[config.mk]
export PLATFORM = sky130hd
export DESIGN_NAME = at_command_line_classifier_top
export DESIGN_NICKNAME = d
export VERILOG_FILES = /design/src/sv/acl_pkg.sv /design/src/sv/acl_front.sv /design/src/sv/acl_fifo.sv /design/src/sv/acl_back.sv /design/src/sv/at_command_line_classifier_top.sv
export SDC_FILE = /design/constraint.sdc
export NUM_CORES = 1
export LEC_CHECK = 0
export BUFFER_PORTS_ARGS = -buffer_cell sky130_fd_sc_hd__clkbuf_2
export CAP_MARGIN = 20
export CORE_AREA = 2 2 112 114
export DETAILED_ROUTE_END_ITERATION = 16
export DIE_AREA = 0 0 114 116
export GPL_TIMING_DRIVEN = 1
export PLACE_DENSITY = 0.67
export SYNTH_ARGS = -nofsm -noshare
export SYNTH_HDL_FRONTEND = slang
export SYNTH_SLANG_ARGS = --single-unit
[constraint.sdc]
create_clock -name clk -period 3.91 [get_ports clk]
set_clock_uncertainty 0.2 [all_clocks]
set_input_delay 0 -clock clk [delete_from_list [all_inputs] [get_ports clk]]
set_output_delay 0 -clock clk [all_outputs]
set_load 0.02 [all_outputs]
[src/sv/acl_pkg.sv]
// ----------------------------------------------------------------------------
// acl_pkg: shared types and constants
// line summary record, status codes and character constants
// ----------------------------------------------------------------------------
package acl_pkg;

  localparam logic [7:0] CHAR_NUL   = 8'h00;
  localparam logic [7:0] CHAR_A     = 8'h41;
  localparam logic [7:0] CHAR_T     = 8'h54;
  localparam logic [7:0] CHAR_PLUS  = 8'h2B;
  localparam logic [7:0] CHAR_EQ    = 8'h3D;
  localparam logic [7:0] CHAR_QUERY = 8'h3F;

  localparam logic [7:0] MAX_LENGTH_RESET = 8'd100;
  localparam logic [7:0] NAME_OFFSET      = 8'd3;
  localparam logic [8:0] BARE_LENGTH      = 9'd2;

  localparam logic [3:0] ST_TOO_LONG    = 4'd0;
  localparam logic [3:0] ST_NO_AT       = 4'd1;
  localparam logic [3:0] ST_NO_PLUS     = 4'd2;
  localparam logic [3:0] ST_EMPTY_QUERY = 4'd3;
  localparam logic [3:0] ST_EMPTY_VALUE = 4'd4;
  localparam logic [3:0] ST_BARE        = 4'd5;
  localparam logic [3:0] ST_PLAIN       = 4'd6;
  localparam logic [3:0] ST_SET         = 4'd7;
  localparam logic [3:0] ST_QUERY       = 4'd8;

  typedef struct packed {
    logic [8:0] len;
    logic       prefix_ok;
    logic       plus_ok;
    logic       eq_seen;
    logic [7:0] eq_off;
    logic       q_seen;
    logic [7:0] q_off;
  } line_sum_t;

endpackage

[src/sv/acl_front.sv]
// ----------------------------------------------------------------------------
// acl_front: per-character scanner
// tracks prefix, plus, first equals and first query of the current line and
// emits a line summary on the terminator
// ----------------------------------------------------------------------------
module acl_front import acl_pkg::*; (
  input  logic      clk,
  input  logic      rst,
  input  logic      take,
  input  logic [7:0] ch,
  output logic      push,
  output line_sum_t push_data
);

  logic [8:0] char_count;
  logic       prefix_ok;
  logic       plus_ok;
  logic       eq_seen;
  logic [7:0] eq_off;
  logic       q_seen;
  logic [7:0] q_off;

  logic [7:0] p;
  logic       in_range;
  logic       is_term;

  assign p        = char_count[7:0];
  assign in_range = ~char_count[8];
  assign is_term  = (ch == CHAR_NUL);

  assign push = take & is_term;
  always_comb begin
    push_data.len       = char_count;
    push_data.prefix_ok = prefix_ok;
    push_data.plus_ok   = plus_ok;
    push_data.eq_seen   = eq_seen;
    push_data.eq_off    = eq_off;
    push_data.q_seen    = q_seen;
    push_data.q_off     = q_off;
  end

  always_ff @(posedge clk) begin
    if (rst || push) begin
      char_count <= '0;
      prefix_ok  <= 1'b1;
      plus_ok    <= 1'b0;
      eq_seen    <= 1'b0;
      eq_off     <= '0;
      q_seen     <= 1'b0;
      q_off      <= '0;
    end else if (take) begin
      if (char_count == 9'd0 && ch != CHAR_A) prefix_ok <= 1'b0;
      if (char_count == 9'd1 && ch != CHAR_T) prefix_ok <= 1'b0;
      if (char_count == 9'd2) plus_ok <= (ch == CHAR_PLUS);
      if (in_range) begin
        if (ch == CHAR_EQ && !eq_seen) begin
          eq_seen <= 1'b1;
          eq_off  <= p;
        end
        if (ch == CHAR_QUERY && !q_seen) begin
          q_seen <= 1'b1;
          q_off  <= p;
        end
        char_count <= char_count + 9'd1;
      end
    end
  end

endmodule

[src/sv/acl_fifo.sv]
// ----------------------------------------------------------------------------
// acl_fifo: line summary queue
// small register queue between scanner and classifier
// ----------------------------------------------------------------------------
module acl_fifo import acl_pkg::*; #(
  parameter int DEPTH = 2
) (
  input  logic      clk,
  input  logic      rst,
  input  logic      push,
  input  line_sum_t push_data,
  output logic      full,
  input  logic      pop,
  output logic      not_empty,
  output line_sum_t head
);

  localparam int PW = (DEPTH > 1) ? $clog2(DEPTH) : 1;
  localparam int CW = $clog2(DEPTH + 1);
  localparam logic [PW-1:0] LAST = PW'(DEPTH - 1);
  localparam logic [CW-1:0] FULL_COUNT = CW'(DEPTH);

  line_sum_t     entries [DEPTH];
  logic [PW-1:0] wr_ptr;
  logic [PW-1:0] rd_ptr;
  logic [CW-1:0] count;

  assign full      = (count == FULL_COUNT);
  assign not_empty = (count != '0);
  assign head      = entries[rd_ptr];

  always_ff @(posedge clk) begin
    if (push) entries[wr_ptr] <= push_data;
  end

  always_ff @(posedge clk) begin
    if (rst) begin
      wr_ptr <= '0;
      rd_ptr <= '0;
      count  <= '0;
    end else begin
      if (push) wr_ptr <= (wr_ptr == LAST) ? '0 : wr_ptr + PW'(1);
      if (pop)  rd_ptr <= (rd_ptr == LAST) ? '0 : rd_ptr + PW'(1);
      if (push && !pop) count <= count + CW'(1);
      else if (pop && !push) count <= count - CW'(1);
    end
  end

endmodule

[src/sv/acl_back.sv]
// ----------------------------------------------------------------------------
// acl_back: line classifier
// holds max_length, classifies a queued summary into the output register
// ----------------------------------------------------------------------------
module acl_back import acl_pkg::*; (
  input  logic       clk,
  input  logic       rst,
  input  logic       cfg_we,
  input  logic [7:0] cfg_data,
  input  logic       avail,
  input  line_sum_t  head,
  output logic       pop,
  output logic       out_valid,
  input  logic       out_stall,
  output logic [3:0] status,
  output logic [7:0] token_pos,
  output logic [7:0] value_pos,
  output logic [8:0] line_length
);

  logic [7:0] max_length;
  logic [3:0] st_next;
  logic [7:0] tok_next;
  logic [7:0] val_next;
  logic [8:0] eq_end;
  logic       load;

  assign load   = ~out_valid | ~out_stall;
  assign pop    = avail & load;
  assign eq_end = {1'b0, head.eq_off} + 9'd1;

  always_comb begin
    st_next  = ST_PLAIN;
    tok_next = '0;
    val_next = '0;
    if (head.len > {1'b0, max_length}) begin
      st_next = ST_TOO_LONG;
    end else if (head.len < BARE_LENGTH || !head.prefix_ok) begin
      st_next = ST_NO_AT;
    end else if (head.len == BARE_LENGTH) begin
      st_next = ST_BARE;
    end else if (!head.plus_ok) begin
      st_next = ST_NO_PLUS;
    end else if (head.eq_seen) begin
      if (eq_end >= head.len) begin
        st_next = ST_EMPTY_VALUE;
      end else begin
        st_next  = ST_SET;
        tok_next = head.eq_off;
        val_next = eq_end[7:0];
      end
    end else if (head.q_seen) begin
      if (head.q_off > NAME_OFFSET) begin
        st_next  = ST_QUERY;
        tok_next = head.q_off;
      end else begin
        st_next = ST_EMPTY_QUERY;
      end
    end
  end

  always_ff @(posedge clk) begin
    if (rst) begin
      max_length <= MAX_LENGTH_RESET;
    end else if (cfg_we) begin
      max_length <= cfg_data;
    end
  end

  always_ff @(posedge clk) begin
    if (rst) begin
      out_valid <= 1'b0;
    end else if (load) begin
      out_valid <= avail;
    end
  end

  always_ff @(posedge clk) begin
    if (pop) begin
      status      <= st_next;
      token_pos   <= tok_next;
      value_pos   <= val_next;
      line_length <= head.len;
    end
  end

endmodule

[src/sv/at_command_line_classifier_top.sv]
// ----------------------------------------------------------------------------
// at_command_line_classifier_top: AT command line classifier
// scans a line one byte per beat and classifies it on the zero terminator
// ----------------------------------------------------------------------------
//  channel | handshake            | payload
//  --------+----------------------+--------------------------------------------
//  in      | in_valid / in_stall  | ch
//  out     | out_valid / out_stall| status, token_pos, value_pos, line_length
//  cfg     | cfg_valid / cfg_ready| cfg_data (max_length)
//
//  one byte per cycle while in_stall is low; a terminator's summary is queued, then registered at the output
//  the scanner counts and marks tokens, the classifier decides from the summary
//  in_stall is high only while the summary queue is full
//  rst clears line state, queue and output; max_length returns to 100
// ----------------------------------------------------------------------------
module at_command_line_classifier_top import acl_pkg::*; #(
  parameter int QUEUE_DEPTH = 2
) (
  input  logic       clk,
  input  logic       rst,
  input  logic       in_valid,
  output logic       in_stall,
  input  logic [7:0] ch,
  output logic       out_valid,
  input  logic       out_stall,
  output logic [3:0] status,
  output logic [7:0] token_pos,
  output logic [7:0] value_pos,
  output logic [8:0] line_length,
  input  logic       cfg_valid,
  output logic       cfg_ready,
  input  logic [7:0] cfg_data
);

  logic      take;
  logic      push;
  line_sum_t push_data;
  logic      full;
  logic      pop;
  logic      avail;
  line_sum_t head;

  assign in_stall  = full;
  assign take      = in_valid & ~full;
  assign cfg_ready = 1'b1;

  acl_front u_front (
    .clk       (clk),
    .rst       (rst),
    .take      (take),
    .ch        (ch),
    .push      (push),
    .push_data (push_data)
  );

  acl_fifo #(
    .DEPTH (QUEUE_DEPTH)
  ) u_fifo (
    .clk       (clk),
    .rst       (rst),
    .push      (push),
    .push_data (push_data),
    .full      (full),
    .pop       (pop),
    .not_empty (avail),
    .head      (head)
  );

  acl_back u_back (
    .clk         (clk),
    .rst         (rst),
    .cfg_we      (cfg_valid & cfg_ready),
    .cfg_data    (cfg_data),
    .avail       (avail),
    .head        (head),
    .pop         (pop),
    .out_valid   (out_valid),
    .out_stall   (out_stall),
    .status      (status),
    .token_pos   (token_pos),
    .value_pos   (value_pos),
    .line_length (line_length)
  );

endmodule

After elaboration in Yosys (flattened, before gate mapping)

Memories as Yosys holds them, arrays and structs flattened. A register that Yosys moved wholly into a read port is not among the register bits.
Index checks and enable logic that the tools add are counted.

Flip-flop bits (word level): 71
Latch bits: 0
RAM bits: 58
ROM bits: 0
Input bits: 21
Output and inout port bits: 32
Logic and storage cells: 99
Memories kept: 1

$add $sub $neg: 6
Multiply operators: 0
Div/mod/pow operators: 0
Order comparisons: 4
Equality and inequality tests: 9
Shift operators: 0
Muxes and demuxes: 22
Bitwise logic cells: 10
Reduce and logical (&&, ||, !) cells: 27

Memories:

| memory         | depth | bits a word | read ports | clocked after memory_dff | wr ports | line           | RTL |
|---|---|---|---|---|---|---|---|
| u_fifo.entries | 2     | 29          | 1          | 1                        | 1        | acl_fifo.sv:23 | `line_sum_t entries [DEPTH];` |

Operator list:

| operator              | number |
|---|---|
| $mux W8               | 4 |
| $eq A8 B6 Y1 const B  | 3 |
| $eq A9 B2 Y1 const B  | 2 |
| $ne A8 B7 Y1 const B  | 2 |
| $mux W4               | 3 |
| $add A8 B1 Y9 const B | 1 |
| $add A9 B1 Y9 const B | 1 |
| $eq A9 B1 Y1 const B  | 1 |
| $ge A9 B9 Y1          | 1 |
| $gt A9 B8 Y1          | 1 |
| $logic_not A9 Y1      | 1 |
| $lt A9 B2 Y1 const B  | 1 |
| $mux W1               | 9 |
| $mux W9               | 1 |
| $gt A8 B2 Y1 const B  | 1 |
| $logic_not A8 Y1      | 1 |
| $logic_and A1 B1 Y1   | 6 |
| $mux W2               | 3 |
| $mux W3               | 2 |
| $not A1 Y1            | 6 |
| $reduce_and A2 Y1     | 3 |
| $reduce_and A3 Y1     | 2 |
| $reduce_bool A2 Y1    | 3 |
| $reduce_or A6 Y1      | 1 |
| 11 further kinds      | 19 |

Logic depth before layout (Yosys ltp)

Gate-level depths: netlist (run 1).

Word-level depth: 8
Mapped depth: 15
Depth with buffers taken out: 12

Hierarchy

A second synthesis (run 1) with hierarchy kept.

Cell total of the unflattened synthesis: 448
Area total of the unflattened synthesis: 5779.3 um2

By module, submodules not included:

| module                         | times used | cells an instance | area an instance (um2) | seq. area each (um2) |
|---|---|---|---|---|
| acl_fifo                       | 1          | 112               | 2302.2                 | 1841.8 |
| acl_back                       | 1          | 194               | 2089.5                 | 1051.0 |
| acl_front                      | 1          | 139               | 1362.6                 | 580.6 |
| at_command_line_classifier_top | 1          | 3                 | 25.0                   | 0.0 |

Worst setup path before layout (run 1)

No wires, ideal clock.

Path type: register to register
From: register with a tool-made name
To: register u_back.status[1], data pin
Setup time: 167 ps
Arrival: 3251 ps
Data required time: 3543 ps
Slack: 292 ps
Cell stages (with the launch flop): 16
Buffers on the path: 3
Period minus slack after synthesis: 3618 ps
Path through: dfxtp_1 -> buf_2 -> buf_2 -> mux2_2 -> ha_1 -> o21ai_0 -> nor2_1 -> xnor2_1 -> inv_1 -> ha_1 -> nand3_1 -> nor2_1 -> a211oi_1 -> clkbuf_1 -> o21ai_0 -> a211oi_1

RTL lines:

| item                 | line           | RTL |
|---|---|---|
| end signal, assigned | acl_back.sv:80 | `status <= st_next;` |
| end, declared        | acl_back.sv:15 | `output logic [3:0] status,` |

==> results by group, run 1 <==
Finish
  – Inserted Diodes: 0
  – Area growth from synthesis to layout: 24.1%
  – Final Non-Filler Cells: 738
  – Fillers: 921
  – Ratio of cells with drive above 1 in the final layout: 19.6%
  – Footprint of the multi-input gates: 2160 sq um
  – FF/Latch Area: roughly 3500 sq um
  – Final nets: 622

Detailed routing
  – Vias per Instance: 5.35
  – Initial DRC count: 264
  – Routed Antenna Nets: 0
  – Remaining DRCs: 0
  – WL per Instance: approximately 16 microns
  – Routed WL: 11900 microns
  – Initial DRT Pass Iterations: 5
  – Routed via count: 3946

Synthesis
  – Synth warn: 0
  – Synthesized net count: 526
  – Synth cell types: 54
  – Post-synth top area share: approximately 45%
  – Mapped Area: between 5000 and 6000 sq um
  – Combinational family with the most area after synthesis: simple AND/OR/NAND/NOR gates
  – Sequential fraction of the synthesis area: roughly three fifths
  – Synth Area per Inst: 12.1 sq um
  – FF+latch count, synth: 130
  – Largest area contributor in the netlist: edfxtp_1
  – Post-synth EDFFs: just under 90
  – Synth cell count leaders: 87 x edfxtp_1, 55 x nor2_1, 43 x dfxtp_1
  – Adder-cell share of the synthesized area: under 10%
  – Most numerous cell in the Yosys netlist: edfxtp_1
  – Syn Inst Count: between 400 and 500
  – Multiplexer share of the synthesized area: 8.67%
  – XOR/XNOR Fraction of Synth Area: 2.70%
  – Most common flop cell mapped by yosys: edfxtp_1
  – Asr flop ratio synth: 0%
  – Synth top area cells: edfxtp_1 45%, dfxtp_1 15%, mux2i_1 6.2%, ha_1 4.9%, nor2_1 3.5%
  – Post-Synth Simple-Gate Area: 13.1%
  – Synth Area in Compound Gates: 7.36%

STA
  – Final period utilization: between 90 and 100%
  – Final setup TNS: 0 ns
  – RSZ-0062 raised after global routing: false
  – Fmax: 280 MHz
  – Max-slew headroom: 55.4%
  – Final Max Tran Viols: 0
  – Final Critical Period: 3.58 ns
  – Final hold vios: 0
  – Final worst slack: between 0.3 and 0.4 ns
  – Slew @ Worst Pin: 0.666 ns
  – Final setup viols: 0

Clock network
  – CTS clk-pin slew, worst paths: 0.06 ns
  – CTS tree: yes
  – H-tree Lvls: 4
  – Post CTS Setup Buffer Count: 0
  – Clk_lat worst skew: 0.41 ns
  – CTS sink cnt: 130
  – Num CTS Buffers: 17
  – Clock Path Buffers: 2
  – Clock Root Buffer: clkbuf_16

Worst setup path
  – CP Class: register to register
  – Max incr delay on CP: 0.41 ns
  – Startpoint types: register
  – Ordered list of cells on the worst path: buf_4 > buf_6 > mux2i_1 > inv_1 > ha_1 > a2111oi_0 > o21ai_0 > o221ai_1 > nand4b_4 > nor3b_1
  – Worst Path Required: 3.94 ns
  – Critical path's slowest cell: a2111oi_0
  – Delay-heaviest family, CP: compound AO/OA/AOI/OAI gates
  – CP endpoint kind: register
  – Crit-path max FO: 29
  – Arr. time, crit path: 3.61 ns
  – Buf/Inv on CP: 3

Run
  – Max-cap check violation count: 0

Power
  – Pwr Density: 570 nW/um^2
  – Power, Total: 4140 uW
  – Peak supply drop: 0.277 mV
  – Leakage: 0.00284 uW

Place
  – Post-Place Worst Slack: 0.297 ns
  – Port Buffer Count: 51
  – Detail Placement HPWL: 8120 microns
  – RD Place Congestion: 0.889
  – Inst Count DP: 668

GRT
  – Vias in the first global route: between 3000 and 4000
  – Gr ovfl total: 0
  – Pin count of the biggest net entering global routing: 31
  – First-pass GRT wire length: 19100 microns
  – Total track usage: 19.0%
  – Antenna violations before repair: 0

Min path
  – Worst min path class: primary input to register

Die
  – Num rows: 40
  – Die Area: 13200 sq um
  – Starting Density: 49.1%
  – Die width: 114 microns
  – Die Y: 116 microns
  – Core Box Area: 11900 sq um
  – I/O pin total: 53

Outcome
  – Status: completed
==> where the power goes <==
part,total [uW],switching (uW),internal (uW)
Clock,1560,592,970
Combinational,876,546,330
Sequential,1700,64.5,1640
Total,4140,1200,2940
==> per-layer routing <==
layer	track usage, %	routed length, microns
met1	25.1	5660
met2	30.8	5710
met3	5.02	415
met4	6.10	124
met5	0	0
==> worst min-delay path: cells and delay by family <==
| kind | cells | cell delay, ns |
|---|---|---|
| AO/OA/AOI/OAI | 2 | 0.30 |
| buffers and inverters | 1 | 0.12 |
| AND/OR/NAND/NOR | 2 | 0.18 |
==> repair_timing <==
action / CTS / global route
hold endpoints to repair: 35 / 0
resized for setup: 0 / 1
hold buffers: 37 / 0
endpoints found under the setup margin: 0 / 1
==> placed cells by master (no fill, tap or decap), drive strengths merged, types with 16 or more instances in the layout <==
master,netlist,layout
a21oi,18,18
clkbuf,5,73
dfxtp,43,43
dlygate4sd3,0,37
edfxtp,87,87
ha,23,23
inv,34,38
mux2i,36,36
nand2,22,22
nor2,55,55
nor3,16,16
==> area by class of cell <==
cell class	instances	area share, %
timing repair buffer	95	9.67
inverter	34	1.76
sequential	130	47.9
tap	147	2.53
clock buffer	22	7.28
clock inverter	10	1.14
multi-input combinational	300	29.7
==> sequential cells by signal, summed over array words and instances (netlist names), 4 cells and up, named ones only <==
signal              cells
u_fifo.entries         58
u_back.line_length      9
u_front.char_count      9
u_back.max_length       8
u_back.token_pos        8
u_back.value_pos        8
u_front.eq_off          8
u_front.q_off           8
u_back.status           4
==> worst paths after layout <==
kind                                       end                           from  cells past startpoint  slack [ns]
min reg2reg     u_fifo.entries[1][3]$_DFFE_PP_  u_front.q_off[3]$_SDFFE_PP0P_                      0        0.26
max          u_back.value_pos[3]$_SDFFCE_PP0P_                       register                     10        0.33
max reg2reg  u_back.value_pos[3]$_SDFFCE_PP0P_                       register                     10        0.33
min             u_front.prefix_ok$_SDFFE_PP1P_                          ch[6]                      5        0.01
==> kinds of logic (layout without fill, tap and decap cells) <==
group	count (synthesis)	count (layout)
and+or+nand+nor	145	145
DFF	130	130
AOI/OAI and AO/OA	64	64
buffers and inverters	52	161
muxes	49	49
adders and majority gates	23	23
xor gates and xnor gates	18	18
other	1	1
==> stage by stage <==
| step | hold WS, ns | instance area, sq um | utilization (%) |
|---|---|---|---|
| 2_1_floorplan | -0.131 | 5850 | - |
| 3_3_place_gp | 0.0157 | 6240 | 52.4 |
| 3_5_place_dp | 0.0280 | 6240 | 52.4 |
| 4_1_cts | 0.00490 | 7230 | 60.7 |
| 5_1_grt | 0.0470 | 7260 | 60.9 |
| 6_report | 0.0133 | 7260 | 60.9 |
Power figures use the tool's default switching activity.
==> run 2, diff against run 1 <==
PLACE_DENSITY = 0.7   (was 0.67)
clock period = 3.2 ns   (was 3.91 ns; I/O delays follow)
==> run 2 against run 1 <==
Sequential power grew 23%. Register-to-register slack lost 0.23 ns. Critical path depth grew 3. Sequential share of layout area shrank 0.89 points.
==> results by group, run 2 (same netlist as run 1, synthesis figures left out) <==
Die
  – Num rows: 40
  – Die Y: 116 microns
  – I/O pin total: 53
  – Core Box Area: about 12000 sq um
  – Die width: 114 microns
  – Die Area: 13200 sq um
  – Starting Density: 49.1%

GRT
  – Antenna violations before repair: 0
  – Vias in the first global route: 4111
  – Gr ovfl total: 0
  – Total track usage: 20.5%
  – First-pass GRT wire length: just over 20000 microns
  – Pin count of the biggest net entering global routing: 31

Detailed routing
  – Vias per Instance: between 5 and 6
  – Routed WL: 12800 microns
  – Routed Antenna Nets: 0
  – Remaining DRCs: 0
  – WL per Instance: 17.1 microns
  – Routed via count: 4109
  – Initial DRT Pass Iterations: 5
  – Initial DRC count: 252

Clock network
  – Clock Path Buffers: 2
  – Clk_lat worst skew: 0.41 ns
  – CTS sink cnt: 130
  – Num CTS Buffers: 17
  – H-tree Lvls: 4
  – CTS clk-pin slew, worst paths: approximately 0.060 ns
  – CTS tree: yes
  – Clock Root Buffer: clkbuf_16

Power
  – Clock power share: 36.2%
  – Pwr Density: 684 nW/um^2
  – Internal power: 3580 uW
  – Peak supply drop: around 0.37 mV
  – Switch share: between 20% and 30%
  – Reg power frac: 41.2%
  – Leakage: 0.00294 uW
  – NetSw: around 1500 uW
  – Power share of the combinational group: 22.7%

STA
  – Final worst slack: 0.107 ns
  – Final Critical Period: about 3.1 ns
  – Final Max Tran Viols: 0
  – Slew @ Worst Pin: roughly 0.67 ns
  – Final setup TNS: 0 ns
  – Max-slew headroom: a little under three fifths
  – Final period utilization: 96.7%
  – Fmax: around 320 MHz
  – Final hold vios: 0
  – Final setup viols: 0

Place
  – RD Place Congestion: a little under 0.9
  – Detail Placement HPWL: 8480 microns
  – Placed Area: 6310 sq um
  – Inst Count DP: 675
  – Post-Place Worst Slack: -0.0417 ns
  – Port Buffer Count: slightly above 50

Outcome
  – Status: completed

Worst setup path
  – CP Class: register to register
  – Startpoint types: register
  – R2R Setup Slk: around 0.11 ns
  – Worst Path Required: 3.15 ns
  – CP endpoint kind: register
  – Worst r2r dst: u_back.token_pos[3]$_SDFFCE_PP0P_
  – Crit-path max FO: 8
  – Worst Reg-to-Reg Cells: 13
  – Arr. time, crit path: 3.04 ns

Finish
  – Ratio of cells with drive above 1 in the final layout: a little under a quarter
  – Most common cell after layout, fill and taps aside: edfxtp_1
  – Final Non-Filler Cells: ~750
  – Inserted Diodes: 0
  – Most flops, register: u_fifo.entries
  – Most frequent cells in the layout: 87 x edfxtp_1, 54 x nor2_1, 52 x clkbuf_2
  – Biggest regs: u_fifo.entries x58, u_back.line_length x9, u_front.char_count x9
  – Max reg flops: 58
  – Area growth from synthesis to layout: 26.6%
  – Final nets: approximately 630
  – Final Cell Area: 7400 sq um

Min path
  – Worst min path class: primary input to register
  – Worst Hold Depth: 5
  – Hold Crit Start: ch[6]
  – Hold Path Sink: u_front.prefix_ok$_SDFFE_PP1P_

Run
  – Max-cap check violation count: 0
## run 2: cell types whose count changed in the layout (fill, tap and decap cells not counted), moves of 3 or more
cell	before	now
clkinv_2	1	4
clkbuf_1	0	3
mux2i_1	36	32
clkinv_4	4	0
buf_4	5	15
inv_6	4	0
mux2i_2	0	4
## run 2: worst max-delay path, cell delays in order (launching register included)
cell and delay (ns):
dfxtp_4 0.38, clkbuf_2 0.15, and3b_1 0.20, or2_2 0.28, and3_1 0.20, xnor2_2 0.16, inv_1 0.09, ha_1 0.29
nand3_1 0.10, nor2_1 0.23, a211oi_4 0.12, buf_6 0.16, o211ai_1 0.18, a21oi_1 0.09
## run 2: cell type report
type | instances | area, sq um
Timing Repair Buffer | 106 | 774
Tap cell | 147 | 184
Fill cell | 899 | 4510
Multi-Input combinational cell | 300 | 2270
Clock inverter | 8 | 43.8
Clock buffer | 24 | 526
Sequential cell | 130 | 3480
Inverter | 34 | 128
## run 2: per-layer routing
layer / global-route usage, % / vias to the layer above / part of all wire [%]
met5: 0 / - / 0
met4: 8.05 / 0 / 2.4
met2: 34.0 / 117 / 49
li1: - / 1986 / -
met3: 5.39 / 29 / 4.0
met1: 25.7 / 1977 / 45
## run 2: timing repair
item	4_1_cts	5_1_grt
hold endpoints to repair	33	0
resized for setup	3	22
hold buffers	37	0
buffers inserted	0	5
endpoints found under the setup margin	11	20
pin swaps	1	8
## run 2: worst max path at each step
stage	start	endpoint	slack, ns	depth (start not counted)
after floorplan	register	u_back.status[1]$_SDFFCE_PP0P_	0.02	15
after global placement	register	u_back.value_pos[3]$_SDFFCE_PP0P_	0.03	12
after detailed placement	register	u_back.value_pos[0]$_SDFFCE_PP0P_	-0.04	12
after global routing	u_fifo.entries[0][10]$_DFFE_PP_	u_back.status[1]$_SDFFCE_PP0P_	-0.06	12
after CTS	register	u_back.token_pos[4]$_SDFFCE_PP0P_	0.01	13
final	register	u_back.token_pos[3]$_SDFFCE_PP0P_	0.11	13
## run 2: power groups by stage
stage | clock (uW) | combinational [uW] | sequential [uW]
finish | 1830 | 1150 | 2090
global route | 1930 | 1240 | 2100
CTS | 1850 | 1070 | 2090
detailed placement | 0 | 1010 | 2120
global placement | 0 | 998 | 2120
floorplan | 0 | 571 | 2260
## run 2: per-stage QoR
step | hold WS (ns) | power, uW | utilization (%)
after floorplan | -0.131 | 2830 | -
after global placement | 0.0192 | 3110 | 52.9
after detailed placement | 0.0284 | 3130 | 52.9
after CTS | 0.00145 | 5010 | 60.9
after global routing | 0.0688 | 5270 | 62.1
final | 0.0529 | 5060 | 62.1
